===== src/rtl/core/pps_pkg.sv =====
// Shared constants, codes and slot record type for the priority scheduler.
`default_nettype none

package pps_pkg;

  localparam int SLOTS_DEF     = 8;
  localparam int TIME_BITS_DEF = 16;

  localparam int OP_W   = 1;
  localparam int SLOT_W = 3;
  localparam int VAL_W  = 16;
  localparam int PRIO_W = 8;
  localparam int KIND_W = 2;
  localparam int CFG_W  = 4;

  localparam logic [CFG_W-1:0] ACTIVE_RST = 4'd8;

  localparam logic [OP_W-1:0] OP_LOAD = 1'b0;
  localparam logic [OP_W-1:0] OP_TICK = 1'b1;

  localparam logic [KIND_W-1:0] KIND_LOAD = 2'd0;
  localparam logic [KIND_W-1:0] KIND_IDLE = 2'd1;
  localparam logic [KIND_W-1:0] KIND_RAN  = 2'd2;
  localparam logic [KIND_W-1:0] KIND_DONE = 2'd3;

  localparam logic [VAL_W-1:0] WAIT_MAX = '1;

  typedef struct packed {
    logic [VAL_W-1:0]  arrive;
    logic [VAL_W-1:0]  burst;
    logic [PRIO_W-1:0] prio;
    logic [VAL_W-1:0]  rem;
    logic [VAL_W-1:0]  waitc;
  } slot_word_t;

endpackage

`default_nettype wire


===== src/rtl/core/pps_if.sv =====
// Request and result channel interfaces of the priority scheduler.
`default_nettype none

interface pps_req_if;
  logic                        valid;
  logic                        ready;
  logic [pps_pkg::OP_W-1:0]    op;
  logic [pps_pkg::SLOT_W-1:0]  slot;
  logic [pps_pkg::VAL_W-1:0]   arrival;
  logic [pps_pkg::VAL_W-1:0]   burst;
  logic [pps_pkg::PRIO_W-1:0]  priority_req;

  modport source (output valid, op, slot, arrival, burst, priority_req, input ready);
  modport sink   (input valid, op, slot, arrival, burst, priority_req, output ready);
endinterface

interface pps_rsp_if;
  logic                        valid;
  logic                        ready;
  logic [pps_pkg::KIND_W-1:0]  kind;
  logic [pps_pkg::SLOT_W-1:0]  run_slot;
  logic [pps_pkg::VAL_W-1:0]   turnaround;
  logic [pps_pkg::VAL_W-1:0]   waited;
  logic [pps_pkg::VAL_W-1:0]   now;

  modport source (output valid, kind, run_slot, turnaround, waited, now, input ready);
  modport sink   (input valid, kind, run_slot, turnaround, waited, now, output ready);
endinterface

`default_nettype wire


===== src/rtl/core/pps_slot_table.sv =====
// Task slot table: one write port, one read port with registered read data.
`default_nettype none

module pps_slot_table #(
  parameter  int SLOTS = pps_pkg::SLOTS_DEF,
  localparam int IW    = (SLOTS > 1) ? $clog2(SLOTS) : 1
) (
  input  wire logic                clk,
  input  wire logic                wr_en,
  input  wire logic [IW-1:0]       wr_addr,
  input  wire pps_pkg::slot_word_t wr_data,
  input  wire logic                rd_en,
  input  wire logic [IW-1:0]       rd_addr,
  output      pps_pkg::slot_word_t rd_data
);

  pps_pkg::slot_word_t mem_r [SLOTS];
  pps_pkg::slot_word_t rd_data_r;

  always_ff @(posedge clk) begin
    if (wr_en) begin
      mem_r[wr_addr] <= wr_data;
    end
  end

  // hold read data until the next read
  always_ff @(posedge clk) begin
    if (rd_en) begin
      rd_data_r <= mem_r[rd_addr];
    end
  end

  assign rd_data = rd_data_r;

endmodule

`default_nettype wire


===== src/rtl/core/preemptive_priority_scheduler.sv =====
// Top level: preemptive priority scheduler with a slot-serial scan sequencer.
// Load request: result registered on acceptance.
// Tick request: N = min(active_slots, SLOTS) slots are scanned, one slot read
//   per cycle through the single slot-table port, then one read-modify-write of the winner.
// One request in flight; the next is taken once the result register is free.
// Reset (synchronous, rst_n low): all slots empty, time zero, active_slots 8.
`default_nettype none

module preemptive_priority_scheduler #(
  parameter int SLOTS     = pps_pkg::SLOTS_DEF,
  parameter int TIME_BITS = pps_pkg::TIME_BITS_DEF
) (
  input  wire logic                      clk,
  input  wire logic                      rst_n,
  input  wire logic                      cfg_wr_en,
  input  wire logic [pps_pkg::CFG_W-1:0] cfg_wr_data,
  pps_req_if.sink                        in_req,
  pps_rsp_if.source                      out_rsp
);

  localparam int IW = (SLOTS > 1) ? $clog2(SLOTS) : 1;
  localparam int CW = $clog2(SLOTS + 1);
  // count width: wide enough for both the slot count and the 4-bit register
  localparam int NW = (CW > pps_pkg::CFG_W) ? CW : pps_pkg::CFG_W;

  typedef enum logic [1:0] {ST_IDLE, ST_SCAN, ST_FRD, ST_FWR} st_t;

  // Sequencer and scheduling state
  st_t                          st_r, st_nxt;
  logic [NW-1:0]                rd_cnt_r, rd_cnt_nxt;    // next slot to read
  logic                         pv_r, pv_nxt;            // read data in flight
  logic [IW-1:0]                p_idx_r, p_idx_nxt;      // slot of the in-flight read
  logic                         best_vld_r, best_vld_nxt;
  logic [IW-1:0]                best_idx_r, best_idx_nxt;
  logic [pps_pkg::PRIO_W-1:0]   best_prio_r, best_prio_nxt;
  logic                         best_inc_r, best_inc_nxt; // winner got a wait unit in scan
  logic [TIME_BITS-1:0]         time_r, time_nxt;
  logic [SLOTS-1:0]             occ_r, occ_nxt;          // slot holds a task (prio != 0)
  logic [SLOTS-1:0]             rdy_r, rdy_nxt;          // remaining count nonzero
  logic [pps_pkg::CFG_W-1:0]    cfg_r, cfg_nxt;

  // Result register
  logic                         out_vld_r, out_vld_nxt;
  logic [pps_pkg::KIND_W-1:0]   kind_r, kind_nxt;
  logic [pps_pkg::SLOT_W-1:0]   run_r, run_nxt;
  logic [pps_pkg::VAL_W-1:0]    tat_r, tat_nxt;
  logic [pps_pkg::VAL_W-1:0]    wtd_r, wtd_nxt;
  logic [pps_pkg::VAL_W-1:0]    now_r, now_nxt;

  // Slot table port
  logic                         wr_en;
  logic [IW-1:0]                wr_addr;
  pps_pkg::slot_word_t          wr_data;
  logic                         rd_en;
  logic [IW-1:0]                rd_addr;
  pps_pkg::slot_word_t          rd_data;

  // Helpers
  logic                         out_free;
  logic                         in_acc;
  logic [NW-1:0]                act_ext;
  logic [NW-1:0]                n_act;
  logic                         slot_ok;
  logic [IW-1:0]                ld_addr;

  logic                         scan_hit;
  logic                         scan_rdy;
  logic                         scan_inc;
  logic                         scan_take;
  pps_pkg::slot_word_t          scan_word;

  logic [TIME_BITS-1:0]         time_inc;
  logic [TIME_BITS-1:0]         tat_full;
  logic [pps_pkg::VAL_W-1:0]    fin_rem;
  logic [pps_pkg::VAL_W-1:0]    fin_wait;
  pps_pkg::slot_word_t          fin_word;

  pps_slot_table #(
    .SLOTS (SLOTS)
  ) u_table (
    .clk     (clk),
    .wr_en   (wr_en),
    .wr_addr (wr_addr),
    .wr_data (wr_data),
    .rd_en   (rd_en),
    .rd_addr (rd_addr),
    .rd_data (rd_data)
  );

  assign out_free     = !out_vld_r || out_rsp.ready;
  assign in_req.ready = (st_r == ST_IDLE) && out_free;
  assign in_acc       = in_req.valid && in_req.ready;

  // Participating slots: register value clamped to the table size
  assign act_ext = NW'(cfg_r);
  assign n_act   = (act_ext > NW'(SLOTS)) ? NW'(SLOTS) : act_ext;

  // Loads to a slot beyond the table are acknowledged but dropped
  assign slot_ok = ({{(32 - pps_pkg::SLOT_W){1'b0}}, in_req.slot} < 32'(SLOTS));
  assign ld_addr = IW'(in_req.slot);

  // Scan step on the slot whose data just came back from the table:
  // arrival refills remaining from burst, then every ready slot is charged one
  // waiting unit up front (undone later for the winner) and competes on priority.
  always_comb begin
    scan_hit  = occ_r[p_idx_r] && (TIME_BITS'(rd_data.arrive) == time_r);
    scan_rdy  = occ_r[p_idx_r] && (scan_hit ? (rd_data.burst != '0) : rdy_r[p_idx_r]);
    scan_inc  = scan_rdy && (rd_data.waitc != pps_pkg::WAIT_MAX);
    scan_take = scan_rdy && (!best_vld_r || (rd_data.prio < best_prio_r));
    scan_word        = rd_data;
    scan_word.rem    = scan_hit ? rd_data.burst : rd_data.rem;
    scan_word.waitc  = rd_data.waitc + pps_pkg::VAL_W'(scan_inc);
  end

  // Finish step on the winner: run one unit, take back its waiting unit
  always_comb begin
    time_inc       = time_r + TIME_BITS'(1);
    tat_full       = time_inc - TIME_BITS'(rd_data.arrive);
    fin_rem        = rd_data.rem - pps_pkg::VAL_W'(1);
    fin_wait       = best_inc_r ? (rd_data.waitc - pps_pkg::VAL_W'(1)) : rd_data.waitc;
    fin_word       = rd_data;
    fin_word.rem   = fin_rem;
    fin_word.waitc = fin_wait;
  end

  always_comb begin
    st_nxt        = st_r;
    rd_cnt_nxt    = rd_cnt_r;
    pv_nxt        = 1'b0;
    p_idx_nxt     = p_idx_r;
    best_vld_nxt  = best_vld_r;
    best_idx_nxt  = best_idx_r;
    best_prio_nxt = best_prio_r;
    best_inc_nxt  = best_inc_r;
    time_nxt      = time_r;
    occ_nxt       = occ_r;
    rdy_nxt       = rdy_r;
    cfg_nxt       = cfg_wr_en ? cfg_wr_data : cfg_r;

    out_vld_nxt   = out_vld_r && !out_rsp.ready;
    kind_nxt      = kind_r;
    run_nxt       = run_r;
    tat_nxt       = tat_r;
    wtd_nxt       = wtd_r;
    now_nxt       = now_r;

    wr_en         = 1'b0;
    wr_addr       = p_idx_r;
    wr_data       = scan_word;
    rd_en         = 1'b0;
    rd_addr       = rd_cnt_r[IW-1:0];

    case (st_r)
      ST_IDLE: begin
        if (in_acc) begin
          if (in_req.op == pps_pkg::OP_LOAD) begin
            // write the slot and acknowledge at once
            if (slot_ok) begin
              wr_en          = 1'b1;
              wr_addr        = ld_addr;
              wr_data.arrive = in_req.arrival;
              wr_data.burst  = in_req.burst;
              wr_data.prio   = in_req.priority_req;
              wr_data.rem    = '0;
              wr_data.waitc  = '0;
              occ_nxt[ld_addr] = (in_req.priority_req != '0);
              rdy_nxt[ld_addr] = 1'b0;
            end
            out_vld_nxt = 1'b1;
            kind_nxt    = pps_pkg::KIND_LOAD;
            run_nxt     = '0;
            tat_nxt     = '0;
            wtd_nxt     = '0;
            now_nxt     = pps_pkg::VAL_W'(time_r);
          end else begin
            st_nxt       = ST_SCAN;
            rd_cnt_nxt   = '0;
            best_vld_nxt = 1'b0;
          end
        end
      end

      ST_SCAN: begin
        // retire the slot read last cycle
        if (pv_r) begin
          wr_en            = 1'b1;
          wr_addr          = p_idx_r;
          wr_data          = scan_word;
          rdy_nxt[p_idx_r] = scan_rdy;
          if (scan_take) begin
            best_vld_nxt  = 1'b1;
            best_idx_nxt  = p_idx_r;
            best_prio_nxt = rd_data.prio;
            best_inc_nxt  = scan_inc;
          end
        end
        // issue the next read, or leave once every slot is issued
        if (rd_cnt_r < n_act) begin
          rd_en      = 1'b1;
          rd_addr    = rd_cnt_r[IW-1:0];
          pv_nxt     = 1'b1;
          p_idx_nxt  = rd_cnt_r[IW-1:0];
          rd_cnt_nxt = rd_cnt_r + NW'(1);
        end else begin
          st_nxt = ST_FRD;
        end
      end

      ST_FRD: begin
        // fetch the winner again; its scan write-back has landed
        rd_en   = best_vld_r;
        rd_addr = best_idx_r;
        st_nxt  = ST_FWR;
      end

      ST_FWR: begin
        // hold here until the result register can take the tick
        if (out_free) begin
          time_nxt    = time_inc;
          out_vld_nxt = 1'b1;
          now_nxt     = pps_pkg::VAL_W'(time_inc);
          if (best_vld_r) begin
            wr_en               = 1'b1;
            wr_addr             = best_idx_r;
            wr_data             = fin_word;
            rdy_nxt[best_idx_r] = (fin_rem != '0);
            run_nxt             = pps_pkg::SLOT_W'(best_idx_r);
            if (fin_rem == '0) begin
              occ_nxt[best_idx_r] = 1'b0;
              kind_nxt            = pps_pkg::KIND_DONE;
              tat_nxt             = pps_pkg::VAL_W'(tat_full);
              wtd_nxt             = fin_wait;
            end else begin
              kind_nxt = pps_pkg::KIND_RAN;
              tat_nxt  = '0;
              wtd_nxt  = '0;
            end
          end else begin
            kind_nxt = pps_pkg::KIND_IDLE;
            run_nxt  = '0;
            tat_nxt  = '0;
            wtd_nxt  = '0;
          end
          st_nxt = ST_IDLE;
        end
      end

      default: begin
        st_nxt = ST_IDLE;
      end
    endcase
  end

  always_ff @(posedge clk) begin
    if (!rst_n) begin
      st_r       <= ST_IDLE;
      rd_cnt_r   <= '0;
      pv_r       <= 1'b0;
      best_vld_r <= 1'b0;
      time_r     <= '0;
      occ_r      <= '0;
      rdy_r      <= '0;
      cfg_r      <= pps_pkg::ACTIVE_RST;
      out_vld_r  <= 1'b0;
    end else begin
      st_r       <= st_nxt;
      rd_cnt_r   <= rd_cnt_nxt;
      pv_r       <= pv_nxt;
      best_vld_r <= best_vld_nxt;
      time_r     <= time_nxt;
      occ_r      <= occ_nxt;
      rdy_r      <= rdy_nxt;
      cfg_r      <= cfg_nxt;
      out_vld_r  <= out_vld_nxt;
    end
    p_idx_r     <= p_idx_nxt;
    best_idx_r  <= best_idx_nxt;
    best_prio_r <= best_prio_nxt;
    best_inc_r  <= best_inc_nxt;
    kind_r      <= kind_nxt;
    run_r       <= run_nxt;
    tat_r       <= tat_nxt;
    wtd_r       <= wtd_nxt;
    now_r       <= now_nxt;
  end

  assign out_rsp.valid      = out_vld_r;
  assign out_rsp.kind       = kind_r;
  assign out_rsp.run_slot   = run_r;
  assign out_rsp.turnaround = tat_r;
  assign out_rsp.waited     = wtd_r;
  assign out_rsp.now        = now_r;

endmodule

`default_nettype wire


===== src/flat_wrapper.sv =====
// flat-port wrapper written by rule: the top's interface ports become plain ports
module preemptive_priority_scheduler_flat 
#(
  parameter int SLOTS     = pps_pkg::SLOTS_DEF,
  parameter int TIME_BITS = pps_pkg::TIME_BITS_DEF
)
  (clk, rst_n, cfg_wr_en, cfg_wr_data, in_req_valid, in_req_op, in_req_slot, in_req_arrival, in_req_burst, in_req_priority_req, in_req_ready, out_rsp_valid, out_rsp_kind, out_rsp_run_slot, out_rsp_turnaround, out_rsp_waited, out_rsp_now, out_rsp_ready);
  pps_req_if in_req_i ();
  pps_rsp_if out_rsp_i ();
  input  wire logic clk;
  input  wire logic rst_n;
  input  wire logic cfg_wr_en;
  input  wire logic [pps_pkg::CFG_W-1:0] cfg_wr_data;
  input wire logic [$bits(in_req_i.valid)-1:0] in_req_valid;
  input wire logic [$bits(in_req_i.op)-1:0] in_req_op;
  input wire logic [$bits(in_req_i.slot)-1:0] in_req_slot;
  input wire logic [$bits(in_req_i.arrival)-1:0] in_req_arrival;
  input wire logic [$bits(in_req_i.burst)-1:0] in_req_burst;
  input wire logic [$bits(in_req_i.priority_req)-1:0] in_req_priority_req;
  output wire logic [$bits(in_req_i.ready)-1:0] in_req_ready;
  output wire logic [$bits(out_rsp_i.valid)-1:0] out_rsp_valid;
  output wire logic [$bits(out_rsp_i.kind)-1:0] out_rsp_kind;
  output wire logic [$bits(out_rsp_i.run_slot)-1:0] out_rsp_run_slot;
  output wire logic [$bits(out_rsp_i.turnaround)-1:0] out_rsp_turnaround;
  output wire logic [$bits(out_rsp_i.waited)-1:0] out_rsp_waited;
  output wire logic [$bits(out_rsp_i.now)-1:0] out_rsp_now;
  input wire logic [$bits(out_rsp_i.ready)-1:0] out_rsp_ready;
  assign in_req_i.valid = in_req_valid;
  assign in_req_i.op = in_req_op;
  assign in_req_i.slot = in_req_slot;
  assign in_req_i.arrival = in_req_arrival;
  assign in_req_i.burst = in_req_burst;
  assign in_req_i.priority_req = in_req_priority_req;
  assign in_req_ready = in_req_i.ready;
  assign out_rsp_valid = out_rsp_i.valid;
  assign out_rsp_kind = out_rsp_i.kind;
  assign out_rsp_run_slot = out_rsp_i.run_slot;
  assign out_rsp_turnaround = out_rsp_i.turnaround;
  assign out_rsp_waited = out_rsp_i.waited;
  assign out_rsp_now = out_rsp_i.now;
  assign out_rsp_i.ready = out_rsp_ready;
  preemptive_priority_scheduler #(.SLOTS(SLOTS), .TIME_BITS(TIME_BITS)) u_core (.clk(clk), .rst_n(rst_n), .cfg_wr_en(cfg_wr_en), .cfg_wr_data(cfg_wr_data), .in_req(in_req_i), .out_rsp(out_rsp_i));
endmodule

===== config.mk =====
export PLATFORM = sky130hd
export DESIGN_NAME = preemptive_priority_scheduler_flat
export DESIGN_NICKNAME = d
export VERILOG_FILES = /design/src/rtl/core/pps_pkg.sv /design/src/rtl/core/pps_if.sv /design/src/rtl/core/pps_slot_table.sv /design/src/rtl/core/preemptive_priority_scheduler.sv /design/src/flat_wrapper.sv
export SDC_FILE = /design/constraint.sdc
export NUM_CORES = 1
export LEC_CHECK = 0
export ABC_AREA = 1
export BUFFER_PORTS_ARGS = -buffer_cell sky130_fd_sc_hd__buf_2
export CAP_MARGIN = 30
export CORE_MARGIN = 2
export CORE_UTILIZATION = 35
export DETAILED_ROUTE_END_ITERATION = 12
export SETUP_SLACK_MARGIN = 0.3
export SYNTH_ARGS = -nofsm -noshare
export SYNTH_HDL_FRONTEND = slang
export SYNTH_SLANG_ARGS = --single-unit

===== constraint.sdc =====
create_clock -name clk -period 5 [get_ports clk]
set_input_delay 0.25 -clock clk [delete_from_list [all_inputs] [get_ports clk]]
set_output_delay 0.25 -clock clk [all_outputs]
set_load 0.005 [all_outputs]

# ---- Word level (Yosys, flattened, before mapping)
# Memory sizes are Yosys's and may differ from the RTL's. A register that Yosys moved wholly into a read port is not among the register bits.
# Index checks and enable logic that the tools add are counted.
dict set report op_classes {
  n_addsub 6
  n_mul 0
  n_div 0
  n_lt_le_gt_ge 9
  eq_ne 15
  shift 0
  muxes 93
  n_bitwise 4
  n_reduce_logical 33
}
# op count
set ops {}
lappend ops {{16-bit two-way mux} 13}
lappend ops {{72-bit two-way mux} 2}
lappend ops {{72-bit case mux with 2 select lines} 1}
lappend ops {{16-bit case mux with 2 select lines} 3}
lappend ops {{8-bit two-way mux} 10}
lappend ops {{32-bit two-way mux} 2}
lappend ops {{16-bit nonzero test} 2}
lappend ops {{16-bit by 1-bit subtractor with 16-bit output (second input constant)} 2}
lappend ops {{3-bit two-way mux} 9}
lappend ops {{8-bit bitwise mux} 3}
lappend ops {{8-bit case mux with 3 select lines} 1}
lappend ops {{1-bit two-way mux} 22}
lappend ops {{16-bit by 1-bit adder with 16-bit output} 1}
lappend ops {{16-bit by 1-bit adder with 16-bit output (second input constant)} 1}
lappend ops {{8-bit AND} 2}
lappend ops {{16-bit == test} 1}
lappend ops {{16-bit zero test} 1}
lappend ops {{2-bit two-way mux} 8}
lappend ops {{4-bit two-way mux} 4}
lappend ops {{16-bit inequality test (second input constant)} 1}
lappend ops {{8-bit inverter} 2}
lappend ops {{8-bit case mux with 2 select lines} 1}
lappend ops {{16-bit subtractor} 1}
lappend ops {{2-bit by 1-bit inequality test with 1-bit output (second input constant)} 7}
lappend ops {{29 further kinds} 60}
dict set report word_totals {
  register_bits 113
  latch_bits 0
  mem_bits_rw 576
  mem_bits_ro 0
  memories 1
}
# name depth width read_ports rd_ports_with_merged_regs write_ports line_no
set memory_table {}
lappend memory_table {u_core.u_table.mem_r 8 72 1 1 1 pps_slot_table.sv:17} ;# pps_pkg::slot_word_t mem_r [SLOTS];

# ---- Logic depth before layout (Yosys ltp)
dict set report logic_depth {
  ltp_word 10
  mapped_depth 19
}

# ---- Modules after synthesis
# A second synthesis with hierarchy kept.
dict set report hier_totals {
  hier_cells 3921
  hier_area_um2 36556.3
}
# mod n_inst cells_per_inst area_per_inst_um2 seq_area_each_um2
set modules_own_cells {}
lappend modules_own_cells {pps_slot_table 1 2577 27286.2 19458.7}
lappend modules_own_cells {preemptive_priority_scheduler 1 1344 9270.1 2942.8}

# ---- Worst setup path after synthesis
# Ideal clock, no wire load.
dict set report synth_timing {
  path_type {register to register}
  start {register u_core.st_r[0]}
  end {memory u_core.u_table.mem_r[6][0] in the netlist's numbering, enable pin}
  setup_time_ns 0.503
  t_arrival_ns 4.698
  setup_slack_ns -0.201
  stages_incl_launch_ff 12
  path_cell_list {dfxtp_1 -> inv_1 -> ha_1 -> buf_2 -> inv_2 -> nor3b_2 -> nand2_1 -> nor3_2 -> a22oi_1 -> o21ai_0 -> nand2_1 -> nor2_1}
}
dict set report synth_via {
  elab_chain_cells 7
  elab_cells_between_ends 11
}
# element line_no
set synth_lines {}
lappend synth_lines {{start: declaration} preemptive_priority_scheduler.sv:29} ;# st_t st_r, st_nxt;
lappend synth_lines {{start signal: assignment} preemptive_priority_scheduler.sv:266} ;# st_r <= st_nxt;
lappend synth_lines {{2-bit zero test} {preemptive_priority_scheduler.sv:91, preemptive_priority_scheduler.sv:153}}
lappend synth_lines {{1-bit logical AND} preemptive_priority_scheduler.sv:91} ;# assign in_req.ready = (st_r == ST_IDLE) && out_free;
lappend synth_lines {{1-bit logical AND} preemptive_priority_scheduler.sv:92} ;# assign in_acc = in_req.valid && in_req.ready;
lappend synth_lines {{1-bit two-way mux} preemptive_priority_scheduler.sv:155} ;# if (in_acc) begin
lappend synth_lines {{1-bit case mux with 3 select lines} preemptive_priority_scheduler.sv:153} ;# case (st_r)
lappend synth_lines {{1-bit two-way mux} pps_slot_table.sv:21} ;# if (wr_en) begin
lappend synth_lines {{1-bit two-way mux (not written as such)} pps_slot_table.sv:22} ;# mem_r[wr_addr] <= wr_data;
lappend synth_lines {{end: declaration} pps_slot_table.sv:17}
# Parallel ways exist; a longest one is shown, timed or not.

==> impl_results.md <==
- Status: finished clean
- Primary FF master, synth: edfxtp_1
- Port buffer count: 107
- Slew of the pin with the lowest slew margin: 1038 ps
- Iter 0 DRT Violations: 2406
- Via count: 23660
- CP endpoint kind: flip-flop
- GR Layer Usage met3: 2.368%
- Syn_nets: 3162
- ANT nets after route: 0
- Post-Synthesis Cells: 3070
- Setup TNS: 0 ps
- H-tree levels: 3
- Clock Power Share: 25.9%
- Die height: 313.3 um
- Core area: 94870 sq um
- Hold WC Path Type: primary input to flip-flop
- CTS root buf: clkbuf_16
- Vias in the first global route: 22170
- Worst Path Arrival: 4630 ps
- Slew HR: 30.23%
- Cts hold-fix bufs: 10
- Pint: 14.21 mW
- DR DRC count: 0
- DPL Wire Length: 54950 um
- Worst path required time: 5340 ps
- Routed len/inst: 20.60 um
- Startpoint types: flip-flop
- Async set-reset flop share out of synthesis: 0%
- Nets: 3257
- Area occupied by multi-input gates: 9809 sq um
- Antenna violations before repair: 4
- CP Max Fanout: 19
- Max Freq: 0.2333 GHz
- FF/Latch Area: 22400 sq um
- Max-cap violations: 0
- Comb power frac: 33.6%
- Sequential area share after synthesis: 66.89%
- Post-synth EDFFs: 716
- Share of cells above drive strength 1: 10.67%
- Flops & latches, synth: 761
- Hold slack: 83.15 ps
- IO Count: 108
- Row cnt: 113
- Starting Density: 35.30%
- Layout Skew: 34.27 ps
- Worst skew pair latency: 640 ps
- Met1 Usage GRT: 27.12%
- Die area: 98180 sq um
- Clock transition at path regs: 60 ps
- Tcrit/Tclk final: 85.73%
- First-pass GRT wire length: 138700 um
- Area Overhead vs Synth: 14.30%
- Die Wd: 313.3 um
- GRT overflow: 0
- Cell variety after synth: 50
- # fillers: 9010
- CTS tree: yes
- Initial DRT Pass Iterations: 5
- Synth Cell Area: 33490 sq um
- Mean post-synth cell area: 10.91 sq um
- Largest net degree at the start of global routing: 145
- Drt via density: 5.269
- CP Class: flip-flop to flip-flop
- Number of gates resized after cts: 0
- CTS Buffer Depth: 3
- Ys Warns: 0
- GRT busiest layer: met2
- Sw Ratio: 36.71%
- PwrDens: 586.6 nW/um^2
- Fin. max-slew vios: 0
- Final Instance Area: 38280 sq um
- WL final: 92520 um
- Net Sw Power: 8.244 mW
- Total track usage: 18.51%
- Final hold viol count: 0
- Placer congestion estimate: 0.8711
- RSZ-0062 raised after global routing: no
- Overall Power: 22.45 mW
- Min Tclk post-route: 4287 ps
- Core Util, Final: 40.35%
- Met2 Usage GRT: 28.96%
- Sequential fraction of design power: 40.6%
- Clock buffer count from CTS: 80
- Post-CTS setup buffer count: 0
- Area after DPL: 35640 sq um
- Static leakage: 13.50 nW
- Maximum VDD drop: 0.0004567 V
- Clock sinks: 761
- Finish-stage setup viols: 0
per-layer routing:
| metal | part of all wire (%) | routed length, um |
|---|---|---|
| met1 | 46 | 42230 |
| met2 | 45 | 42030 |
| met3 | 6.8 | 6332 |
| met4 | 2.1 | 1903 |
| met5 | 0.028 | 26 |
per-stage QoR:
step / cells / setup slack (ps)
after floorplan: 3070 / -200.6
after global placement: 4337 / 1028
after detailed placement: 4337 / 860.3
after CTS: 4489 / 842.7
after global routing: 4490 / 517.6
final: 4491 / 713.4
power by group through the flow:
| stage | combinational, mW | sequential [mW] | clock (mW) |
|---|---|---|---|
| after floorplan | 4.83 | 9.20 | 0 |
| after global placement | 7.41 | 9.22 | 0 |
| after detailed placement | 7.48 | 9.24 | 0 |
| after CTS | 7.52 | 9.11 | 5.92 |
| after global routing | 8.37 | 9.18 | 6.16 |
| final | 7.54 | 9.11 | 5.81 |
cell type report:
class,count,area share (%)
sequential,761,58.52
multi-input combinational,1952,25.63
clock buffer,94,5.423
tap,1265,4.135
timing repair buffer,170,3.125
inverter,200,1.991
clock inverter,48,1.173
antenna,1,0.006537
path summary, 6_finish.rpt:
| check | from | endpoint | slack, ps | cells after the start |
|---|---|---|---|---|
| setup reg to reg | u_core.p_idx_r[0] | u_core.u_table.mem_r[1][13] | 710 | 16 |
| hold / removal | rst_n | u_core.occ_r[4] | 80 | 3 |
| setup / recovery | u_core.p_idx_r[0] | u_core.u_table.mem_r[1][13] | 710 | 16 |
| hold reg to reg | u_core.u_table.rd_data[35] | u_core.best_prio_r[3] | 520 | 0 |
synthesized netlist by cell type, drive strengths merged, types with 2 or more instances:
cell type	count	area share, %
nand2	273	3.1
nand3b	3	0.067
o21a	7	0.16
nor3b	2	0.075
nand4	10	0.19
ha	38	1.4
nor3	44	0.67
dfxtp	45	2.7
o211ai	3	0.067
a211oi	4	0.090
o21ai	415	6.3
buf	49	0.80
nand3	69	1.1
edfxtp	716	64
a32o	4	0.12
or2	2	0.037
a31oi	82	1.5
o31ai	3	0.067
xnor2	11	0.29
clkbuf	108	1.2
a22oi	3	0.067
a21o	3	0.067
a21oi	171	2.6
inv	197	2.2
clkinv	3	0.037
o22ai	87	1.6
nor4	6	0.11
xor2	44	1.2
nor2	663	7.8
critical path: stages, from the launching register on:
cell	delay, ps
edfxtp_1	650
inv_2	220
nor2_1	50
o21ai_0	170
nand2_1	70
nand2_1	60
nand2_1	80
a21oi_1	160
nand2_1	340
a31oi_1	340
ha_1	280
nand4_1	140
nor2_1	200
nand4_1	200
nor4_1	320
xor2_1	110
o21ai_0	580
cells by family after synthesis:
family / Yosys count / share of synthesized area, %
adder cells (fa/ha/maj): 39 / 1.479
XOR/XNOR: 55 / 1.461
AND/OR/NAND/NOR: 1074 / 13.22
AO/OA/AOI/OAI: 784 / 12.69
buffers and inverters: 357 / 4.259
flip-flops: 761 / 66.89
state kept, by name, summed over array words and instances, names as in the netlist, 4 cells and up:
name	count
u_core.rdy_r	8
u_core.act_ext	4
u_core.out_rsp.waited	16
u_core.u_table.mem_r	576
u_core.occ_r	8
u_core.time_r	16
u_core.out_rsp.turnaround	16
u_core.best_prio_r	8
u_core.rd_cnt_r	4
u_core.u_table.rd_data	72
u_core.out_rsp.now	16
cell usage in the layout (no fill, tap or decap), types with 4 or more instances in the layout:
cell and n:
edfxtp_1 716, nor2_1 632, o21ai_0 391, nand2_1 266, inv_1 185, a21oi_1 166
buf_2 107, o22ai_1 87, a31oi_1 82, clkbuf_16 81, nand3_1 65, dfxtp_1 45
xor2_1 43, nor3_1 43, buf_4 39, ha_1 37, nor2_4 22, clkinv_1 22
o21ai_1 18, clkinv_2 14, clkbuf_1 13, buf_12 13, inv_2 11, xnor2_1 11
nand4_1 10, dlygate4sd3_1 10, nor2_2 8, bufinv_16 8, o21a_1 7, nand2_2 6
nor4_1 4, o21ai_2 4, nand3_2 4, a32o_1 4, a211oi_1 4
Power figures use the tool's default switching activity.
